## src/hw/rtl/blpc_pkg.sv

```systemverilog
// Shared types, codes and time helpers for the bicolor LED blink and pulse controller.
`default_nettype none

package blpc_pkg;

    localparam int TIME_BITS = 16;

    typedef logic [TIME_BITS-1:0] t_time;

    localparam t_time TIME_MAX = '1;

    typedef enum logic [2:0] {
        ACT_TICK   = 3'd0,
        ACT_STATIC = 3'd1,
        ACT_BLINK  = 3'd2,
        ACT_PULSE  = 3'd3,
        ACT_PUSH   = 3'd4,
        ACT_POP    = 3'd5
    } t_action;

    typedef struct packed {
        logic        accepted;
        logic        busy_res;
        logic        blinking;
        logic [15:0] current_color;
        logic [7:0]  green_duty;
        logic [7:0]  red_duty;
    } t_result;

    // Saturate a 16-bit time to the timer range, zero acts as one.
    function automatic t_time clamp_time(logic [15:0] v);
        logic [32:0] wide;
        t_time       t;
        wide = 33'(v);
        if (wide > 33'(TIME_MAX)) begin
            t = TIME_MAX;
        end else begin
            t = t_time'(v);
        end
        if (t == '0) begin
            t = t_time'(1);
        end
        return t;
    endfunction

    // Stored times are already in range: only map zero to one.
    function automatic t_time nonzero_time(t_time v);
        return (v == '0) ? t_time'(1) : v;
    endfunction

endpackage

`default_nettype wire

```

## src/hw/rtl/bicolor_led_blink_pulse_controller.sv

```systemverilog
// Top level of the bicolor LED blink and pulse controller.
//
// Input channel s_axis: one item per command or per 1 ms tick. tuser carries
// the action code, tdata the color, pulse flag, duration and period.
// Output channel m_axis: exactly one result item per input item, in order,
// with the LED duties, current color, blink flag, busy flag and accept flag.
// With the result queue empty, the result is valid in the cycle after its
// item is accepted; results already waiting ahead of it are sent first.
// Throughput: one item per cycle while s_axis_tready is high; the command
// decode and state update are combinational against the state registers.
// A two-entry result queue sits between the state update and m_axis, so an
// item is taken while an earlier result still waits; s_axis_tready drops
// whenever both queue entries are full, whatever m_axis_tready does.
// Commands other than tick and pop are rejected (accepted = 0) while a pulse
// or push holds the controller; the state is then left as it was.
// Reset (i_rst_n low, synchronous) empties the queue and sets the LED to
// static color 0xFFFF with no pulse or push held.
`default_nettype none

module bicolor_led_blink_pulse_controller
    import blpc_pkg::*;
(
    input  wire logic        i_clk,
    input  wire logic        i_rst_n,
    input  wire logic        s_axis_tvalid,
    output logic             s_axis_tready,
    // [15:0] color, [16] pulse_blinks, [32:17] duration, [48:33] period
    input  wire logic [55:0] s_axis_tdata,
    // [2:0] action
    input  wire logic [2:0]  s_axis_tuser,
    output logic             m_axis_tvalid,
    input  wire logic        m_axis_tready,
    // [7:0] red_duty, [15:8] green_duty, [31:16] current_color, [32] blinking,
    // [33] busy_res, [34] accepted
    output logic [39:0]      m_axis_tdata
);

    logic    in_accept;
    t_result result;
    t_result head;

    assign in_accept = s_axis_tvalid && s_axis_tready;

    blpc_engine u_engine (
        .i_clk          (i_clk),
        .i_rst_n        (i_rst_n),
        .i_accept       (in_accept),
        .i_action       (s_axis_tuser),
        .i_color        (s_axis_tdata[15:0]),
        .i_pulse_blinks (s_axis_tdata[16]),
        .i_duration     (s_axis_tdata[32:17]),
        .i_period       (s_axis_tdata[48:33]),
        .o_result       (result)
    );

    blpc_out_fifo u_out_fifo (
        .i_clk   (i_clk),
        .i_rst_n (i_rst_n),
        .i_push  (in_accept),
        .i_data  (result),
        .o_ready (s_axis_tready),
        .o_valid (m_axis_tvalid),
        .i_pop   (m_axis_tready),
        .o_data  (head)
    );

    assign m_axis_tdata = {5'b0, head.accepted, head.busy_res, head.blinking,
                           head.current_color, head.green_duty, head.red_duty};

endmodule

`default_nettype wire

```

## src/hw/rtl/blpc_engine.sv

```systemverilog
// Command decode and LED state registers: one accepted item per cycle, result formed combinationally.
`default_nettype none

module blpc_engine
    import blpc_pkg::*;
(
    input  wire logic        i_clk,
    input  wire logic        i_rst_n,
    input  wire logic        i_accept,
    input  wire logic [2:0]  i_action,
    input  wire logic [15:0] i_color,
    input  wire logic        i_pulse_blinks,
    input  wire logic [15:0] i_duration,
    input  wire logic [15:0] i_period,
    output t_result          o_result
);

    typedef struct packed {
        logic [15:0] cur_color;
        logic        cur_blink;
        logic        lit_phase;
        t_time       cur_period;
        t_time       blink_count;
        logic [15:0] saved_color;
        logic        saved_blink;
        t_time       saved_period;
        t_time       pulse_count;
        logic        pulse_active;
        logic        push_held;
    } t_state;

    localparam t_state STATE_RESET = '{
        cur_color:    16'hFFFF,
        cur_blink:    1'b0,
        lit_phase:    1'b0,
        cur_period:   '0,
        blink_count:  '0,
        saved_color:  16'h0000,
        saved_blink:  1'b0,
        saved_period: '0,
        pulse_count:  '0,
        pulse_active: 1'b0,
        push_held:    1'b0
    };

    t_state r_state;
    t_state n_state;
    logic   accepted;
    logic   lit;
    t_time  tick_count;

    function automatic t_state show_static(t_state s, logic [15:0] c);
        t_state o;
        o             = s;
        o.cur_color   = c;
        o.cur_blink   = 1'b0;
        o.lit_phase   = 1'b0;
        o.blink_count = '0;
        return o;
    endfunction

    function automatic t_state show_blink(t_state s, logic [15:0] c, t_time p);
        t_state o;
        o             = s;
        o.cur_color   = c;
        o.cur_blink   = 1'b1;
        o.lit_phase   = 1'b1;
        o.cur_period  = p;
        o.blink_count = '0;
        return o;
    endfunction

    function automatic t_state save_setting(t_state s);
        t_state o;
        o              = s;
        o.saved_color  = s.cur_color;
        o.saved_blink  = s.cur_blink;
        o.saved_period = s.cur_period;
        return o;
    endfunction

    function automatic t_state restore_setting(t_state s);
        t_state o;
        if (s.saved_blink) begin
            o = show_blink(s, s.saved_color, nonzero_time(s.saved_period));
        end else begin
            o = show_static(s, s.saved_color);
        end
        return o;
    endfunction

    always_comb begin
        n_state    = r_state;
        accepted   = 1'b1;
        tick_count = r_state.blink_count + t_time'(1);
        unique case (t_action'(i_action))
            ACT_TICK: begin
                if (r_state.cur_blink) begin
                    if (tick_count >= nonzero_time(r_state.cur_period)) begin
                        n_state.lit_phase   = ~r_state.lit_phase;
                        n_state.blink_count = '0;
                    end else begin
                        n_state.blink_count = tick_count;
                    end
                end
                // A pulse ending on this tick overrides the blink advance.
                if (r_state.pulse_active) begin
                    if (r_state.pulse_count <= t_time'(1)) begin
                        n_state.pulse_count  = '0;
                        n_state.pulse_active = 1'b0;
                        n_state              = restore_setting(n_state);
                    end else begin
                        n_state.pulse_count = r_state.pulse_count - t_time'(1);
                    end
                end
            end
            ACT_POP: begin
                if (r_state.push_held) begin
                    n_state           = restore_setting(r_state);
                    n_state.push_held = 1'b0;
                end else begin
                    accepted = 1'b0;
                end
            end
            ACT_STATIC, ACT_BLINK, ACT_PULSE, ACT_PUSH: begin
                if (r_state.pulse_active || r_state.push_held) begin
                    accepted = 1'b0;
                end else if (t_action'(i_action) == ACT_STATIC) begin
                    n_state = show_static(r_state, i_color);
                end else if (t_action'(i_action) == ACT_BLINK) begin
                    n_state = show_blink(r_state, i_color, clamp_time(i_period));
                end else if (t_action'(i_action) == ACT_PULSE) begin
                    n_state = save_setting(r_state);
                    if (i_pulse_blinks) begin
                        n_state = show_blink(n_state, i_color, clamp_time(i_period));
                    end else begin
                        n_state = show_static(n_state, i_color);
                    end
                    n_state.pulse_count  = clamp_time(i_duration);
                    n_state.pulse_active = 1'b1;
                end else begin
                    n_state           = show_static(save_setting(r_state), i_color);
                    n_state.push_held = 1'b1;
                end
            end
            default: begin
                accepted = 1'b0;
            end
        endcase
    end

    always_comb begin
        lit                    = !n_state.cur_blink || n_state.lit_phase;
        o_result.red_duty      = lit ? n_state.cur_color[15:8] : 8'h00;
        o_result.green_duty    = lit ? n_state.cur_color[7:0] : 8'h00;
        o_result.current_color = n_state.cur_color;
        o_result.blinking      = n_state.cur_blink;
        o_result.busy_res      = n_state.pulse_active || n_state.push_held;
        o_result.accepted      = accepted;
    end

    always_ff @(posedge i_clk) begin
        if (!i_rst_n) begin
            r_state <= STATE_RESET;
        end else if (i_accept) begin
            r_state <= n_state;
        end
    end

endmodule

`default_nettype wire

```

## src/hw/rtl/blpc_out_fifo.sv

```systemverilog
// Two-entry result queue that decouples the input side from output stalls.
`default_nettype none

module blpc_out_fifo
    import blpc_pkg::*;
(
    input  wire logic    i_clk,
    input  wire logic    i_rst_n,
    input  wire logic    i_push,
    input  wire t_result i_data,
    output logic         o_ready,
    output logic         o_valid,
    input  wire logic    i_pop,
    output t_result      o_data
);

    t_result    r_data [2];
    logic       r_wptr;
    logic       r_rptr;
    logic [1:0] r_count;
    logic       take;

    assign o_ready = (r_count != 2'd2);
    assign o_valid = (r_count != 2'd0);
    assign o_data  = r_data[r_rptr];
    assign take    = o_valid && i_pop;

    always_ff @(posedge i_clk) begin
        if (i_push) begin
            r_data[r_wptr] <= i_data;
        end
    end

    always_ff @(posedge i_clk) begin
        if (!i_rst_n) begin
            r_wptr  <= 1'b0;
            r_rptr  <= 1'b0;
            r_count <= 2'd0;
        end else begin
            if (i_push) begin
                r_wptr <= ~r_wptr;
            end
            if (take) begin
                r_rptr <= ~r_rptr;
            end
            if (i_push && !take) begin
                r_count <= r_count + 2'd1;
            end else if (take && !i_push) begin
                r_count <= r_count - 2'd1;
            end
        end
    end

endmodule

`default_nettype wire

```

## config.mk

```make
export PLATFORM = sky130hd
export DESIGN_NAME = bicolor_led_blink_pulse_controller
export DESIGN_NICKNAME = d
export VERILOG_FILES = /design/src/hw/rtl/blpc_pkg.sv /design/src/hw/rtl/bicolor_led_blink_pulse_controller.sv /design/src/hw/rtl/blpc_engine.sv /design/src/hw/rtl/blpc_out_fifo.sv
export SDC_FILE = /design/constraint.sdc
export NUM_CORES = 1
export LEC_CHECK = 0
export ABC_CLOCK_PERIOD_IN_PS = 3980
export BUFFER_PORTS_ARGS = -buffer_cell sky130_fd_sc_hd__buf_4
export CORE_MARGIN = 3
export CORE_UTILIZATION = 30
export DETAILED_ROUTE_END_ITERATION = 7
export PLACE_DENSITY = 0.55
export SYNTH_ARGS = -nofsm -noshare
export SYNTH_HDL_FRONTEND = slang
export SYNTH_SLANG_ARGS = --single-unit
```

## constraint.sdc

```tcl
create_clock -name i_clk -period 3.98 [get_ports i_clk]
set_input_delay 1.194 -clock i_clk [delete_from_list [all_inputs] [get_ports i_clk]]
set_output_delay 1.194 -clock i_clk [all_outputs]
set_load 0.005 [all_outputs]
```

======== Word level (Yosys, flattened, before mapping) ========
Memory sizes are Yosys's and may differ from the RTL's. A register that Yosys moved wholly into a read port is not among the register bits.
Index checks and enable logic that the tools add are counted.
storage, ports and cells
  register bits after elaboration ......... 105
  latch bits .............................. 0
  RAM bits ................................ 70
  memory bits (read-only) ................. 0
  input port bits ......................... 63
  output and inout bits ................... 42
  word-level logic and storage cells ...... 120
  memories ................................ 1
memories
  name               words  bits a word  read ports  clocked after memory_dff  wr ports  RTL line             text
  u_out_fifo.r_data  2      35           1           1                         1         blpc_out_fifo.sv:17  t_result r_data [2];
cells by class
  add/subtract/negate cells ............... 4
  multipliers ............................. 0
  div/mod/pow operators ................... 0
  order comparisons ....................... 2
  equality and inequality tests ........... 17
  shifts and indexed selects .............. 0
  multiplexer cells ....................... 48
  bitwise operators ....................... 8
  reduce and logical (&&, ||, !) cells .... 26
operator list
  operator                 number
  $mux W85                 6
  $mux W16                 23
  $mux W101                3
  $pmux W101 S3            1
  $mux W83                 1
  $logic_not A16 Y1        5
  $add A16 B1 Y16 const B  1
  $ge A16 B16 Y1           1
  $le A16 B1 Y1 const B    1
  $mux W8                  2
  $reduce_and A8 Y1        2
  $sub A16 B1 Y16 const B  1
  $ne A2 B1 Y1 const B     6
  $reduce_and A11 Y1       1
  $mux W1                  8
  $ne A2 B2 Y1 const B     4
  $not A1 Y1               8
  $reduce_and A7 Y1        1
  $eq A3 B2 Y1 const B     2
  $eq A3 B3 Y1 const B     2
  $mux W2                  3
  $reduce_bool A2 Y1       3
  $logic_and A1 B1 Y1      4
  $reduce_and A4 Y1        1
  other kinds (11)         15

======== Depth between registers and ports, before layout ========
  word-level depth ........................ 17
  mapped depth ............................ 14
  depth with buffers taken out ............ 13

======== Cells and area by module ========
Synthesis repeated with hierarchy kept, for this count alone.
unflattened totals
  cells, all modules ...................... 904
  area, all modules ....................... 8959.8 um^2
modules (own cells, without submodules)
  module                              instances  cells an instance  area an instance (um^2)  sequential area each (um^2)
  blpc_engine                         1          766                6168.4                   2021.9
  blpc_out_fifo                       1          131                2743.9                   2202.1
  bicolor_led_blink_pulse_controller  1          7                  47.5                     0.0

======== Least setup slack after synthesis ========
No wires, ideal clock.
  kind .................................... register to register
  start point ............................. register u_engine.r_state[51] (netlist bit)
  end point ............................... memory u_out_fifo.r_data[0][12] (netlist bit), data pin
  library setup time ...................... 281 ps
  data arrival time ....................... 3331 ps
  data required time ...................... 3699 ps
  slack ................................... 368 ps
  cell stages (with the launch flop) ...... 15
  path buffers ............................ 1
  period minus slack after synthesis ...... 3612 ps
  cells stage by stage .................... dfxtp_1 ha_1 and3_1 nand3_1 nor2_1 nand3_1 xnor2_1 ha_1 nand3_1 or4_1 a311oi_2 o21ai_0 nor2_1 buf_4 a211oi_1
RTL lines
  what                    RTL line             text
  from (decl)             blpc_engine.sv:46    t_state r_state;
  from (signal assigned)  blpc_engine.sv:166   r_state <= n_state;
  to (decl)               blpc_out_fifo.sv:17

==> flow_summary.yaml <==
timing:
  hold_ws_ns: 0.451
  rsz0062_at_grt: "false"
  setup_viol: 0
  max_freq_mhz: 270
  period_minus_slack_ns: 3.70
  period_share_pct: 93.0
  worst_pin_slew_ns: 0.906
  fin_tns_setup_ns: 0
  maxSlewHeadroom_pct: 39.6
  hold_viol_final: 0
  skew_ns: 0.0140
  drv_slew: 0
finish:
  postLayoutCoreUtil_pct: 37.2
  layout-drive-gt1-share_pct: 21.9
  instances_no_fill: 1316
  final_cell_mix: "buf_4, dfxtp_1, a21oi_1"
  multi_input_area_um2: 3780
  antenna_cells: 0
  syn2layout_area_growth_pct: 20.6
  nets: 1014
  seqCellArea_um2: 4220
  fillers: 2743
  layout_commonest_cell: "buf_4"
floorplan:
  placementRows: 60
  pin_count: 105
  die_x_um: 173
  initial_core_util_pct: 30.9
  dieArea_um2: 30100
  die_h_um: 173
  coreArea_um2: 27300
worst_setup_path:
  r2r-end: "u_out_fifo.r_data[0][3]"
  path_depth: 14
  cp-start-kind: "flip-flop"
  slowest_delay_ns: 0.56
  r2r_slack_ns: 0.28
  regToRegStartpoint: "u_engine.r_state[52]"
  critPathMaxFanout: 16
  crit_required_ns: 4.22
  cp_cell_sequence: "ha_1 -> and3_1 -> nand3_1 -> nor2_2 -> and3_1 -> xor2_1 -> ha_1 -> nand2_1 -> or4_1 -> a311oi_2 -> or2_2 -> o21ai_1 -> buf_12 -> a211oi_1"
  path_class: "flip-flop to flip-flop"
  reg2reg_depth: 14
  crit_path_top_delay_cell: "or4_1"
  arrival_ns: 3.94
  end_kind: "flip-flop"
  critPathBufInv: 1
  crit_family: "simple AND/OR/NAND/NOR gates"
synthesis:
  yosys.area_share.simple_pct: 14.5
  synth_area_um2: 8420
  synth-compound-area-share_pct: 20.0
  synthMuxAreaShare_pct: 4.80
  yosysUniqueCellTypes: 71
  synth-edff-count: 70
  yosysTopAreaCellShare_pct: 25.2
  yosys_warnings: 0
  yosysTopAreaCell: "dfxtp_1"
  synth_flop_cell: "dfxtp_1"
  synthAdderAreaFrac_pct: 2.97
  netlist_instances: 849
  avgSynthCellArea_um2: 9.91
  ys_ff_latch: 176
  ys_seq_area_share_pct: 50.2
  async_flop_share_pct: 0
  synthXorXnorAreaFrac_pct: 2.19
  synth_top_family_by_area: "compound AO/OA/AOI/OAI gates"
  synth.top_cells.by_area: "dfxtp_1, edfxtp_1, mux2_2, a21oi_1, ha_1"
clock_tree:
  cts.sink_count: 176
  h-tree-depth: 4
  cts_root_buf: "clkbuf_16"
  cts_tree: "done"
  clkSlewWorstSetupHoldPaths_ns: 0.08
  clock_latency_ns: 0.44
  cts_buffer_depth: 2
  postCtsHoldBufs: 0
  cts_buffers: 17
routing:
  drt_first_pass_iters: 7
  viasPerCell: 5.22
  totalWireLength_um: 22700
  wl_per_cell_um: 17.2
  drt-initial-drc-count: 542
  via_count: 6874
  ant_nets: 0
  drcViolationCount: 0
grt:
  grt_overflow: 0
  track_usage_pct: 15.0
  grt_pass1_wl_um: 36200
  grt_max_degree: 39
  grt_pass1_vias: 6604
  antenna_found_initial: 0
min_path:
  hold_class: "flip-flop to flip-flop"
  holdPathStages: 2
  holdPathEnd: "u_engine.r_state[43]"
  min_from: "u_engine.r_state[43]"
power:
  vdd_ir_drop_max_mv: 0.251
  finalPower_mw: 5.20
  p_leak_nw: 3.71
  powerDensity_nw_per_um2: 512
flow_run:
  drv_cap: 0
place:
  gp_congestion: 0.803
  port_buffers: 92
  dpl.cell_count: 1284
  hpwl_um: 15200
outcome:
  status: "complete, no violations"
==> worst reg2reg max path, delay by kind of cell, from the launching register on <==
kind	cells	cell delay, ns
xor+xnor	1	0.26
flops	1	0.39
fa+ha+maj	2	0.42
simple gates	7	1.57
compound gates	3	0.69
buf+inv	1	0.19
==> layer usage <==
metal  global-route usage (%)  up-vias  share of wire [%]
met2                     23.9      198                 47
met1                     20.6     3346                 47
met4                     3.48        0               0.88
li1                         -     3319                  -
met3                     3.55       11                5.3
met5                        0        -                  0
==> Yosys cell counts (16+ instances only) <==
library cell / instances
mux2_2: 35
a22oi_1: 24
a211oi_1: 33
dfxtp_1: 106
o21ai_0: 23
nand3_1: 42
clkbuf_1: 36
a21oi_1: 73
nand2_1: 63
edfxtp_1: 70
inv_1: 44
nor2_1: 60
a22o_1: 16
nor3_1: 22
ha_1: 20
==> power breakdown <==
| part | switching, mW | internal (mW) |
|---|---|---|
| Sequential | 0.0926 | 2.17 |
| Clock | 0.822 | 0.844 |
| Combinational | 0.689 | 0.584 |
| Total | 1.60 | 3.60 |
==> stage by stage <==
stage	cell area (um^2)	setup slack, ns
final	10100	0.277
after floorplan	8430	0.368
after detailed placement	9540	0.231
after CTS	10100	0.189
after global routing	10100	0.0214
after global placement	9540	0.290
==> registers in the layout (all words and copies together), names as in the netlist, named ones only <==
name	flops
u_out_fifo.r_rptr	1
u_out_fifo.r_wptr	1
u_out_fifo.r_count	2
u_out_fifo.r_data	70
u_engine.r_state	101
==> worst max-delay path by stage <==
stage                                     to  slack [ns]                 start
floorplan           u_out_fifo.r_data[0][12]        0.37  u_engine.r_state[51]
global route         u_out_fifo.r_data[0][0]        0.02  u_engine.r_state[52]
global placement     u_out_fifo.r_data[1][3]        0.29  u_engine.r_state[52]
detailed placement  u_out_fifo.r_data[0][15]        0.23  u_engine.r_state[52]
CTS                 u_out_fifo.r_data[1][15]        0.19  u_engine.r_state[52]
finish               u_out_fifo.r_data[0][3]        0.28  u_engine.r_state[52]
==> repair_timing <==
action                     in CTS  in global routing
hold endpoints to repair        0                  0
buffers inserted                0                  0
setup endpoints to repair       0                 20
gates resized for setup         0                  2
==> layout make-up <==
cell class / count / area share [%]
Inverter: 45 / 1.66
Timing Repair Buffer: 120 / 9.00
Clock inverter: 15 / 1.68
Multi-Input combinational cell: 571 / 37.2
Tap cell: 372 / 4.59
Clock buffer: 17 / 4.19
Sequential cell: 176 / 41.6
==> logic make-up after synthesis <==
kind of cell	after synthesis
AND/OR/NAND/NOR	247
AO/OA/AOI/OAI	242
flip-flops	176
buffers and inverters	106
multiplexers	36
XOR/XNOR	21
adder cells (fa/ha/maj)	20
other	1
(Power assumes the default switching activity.)
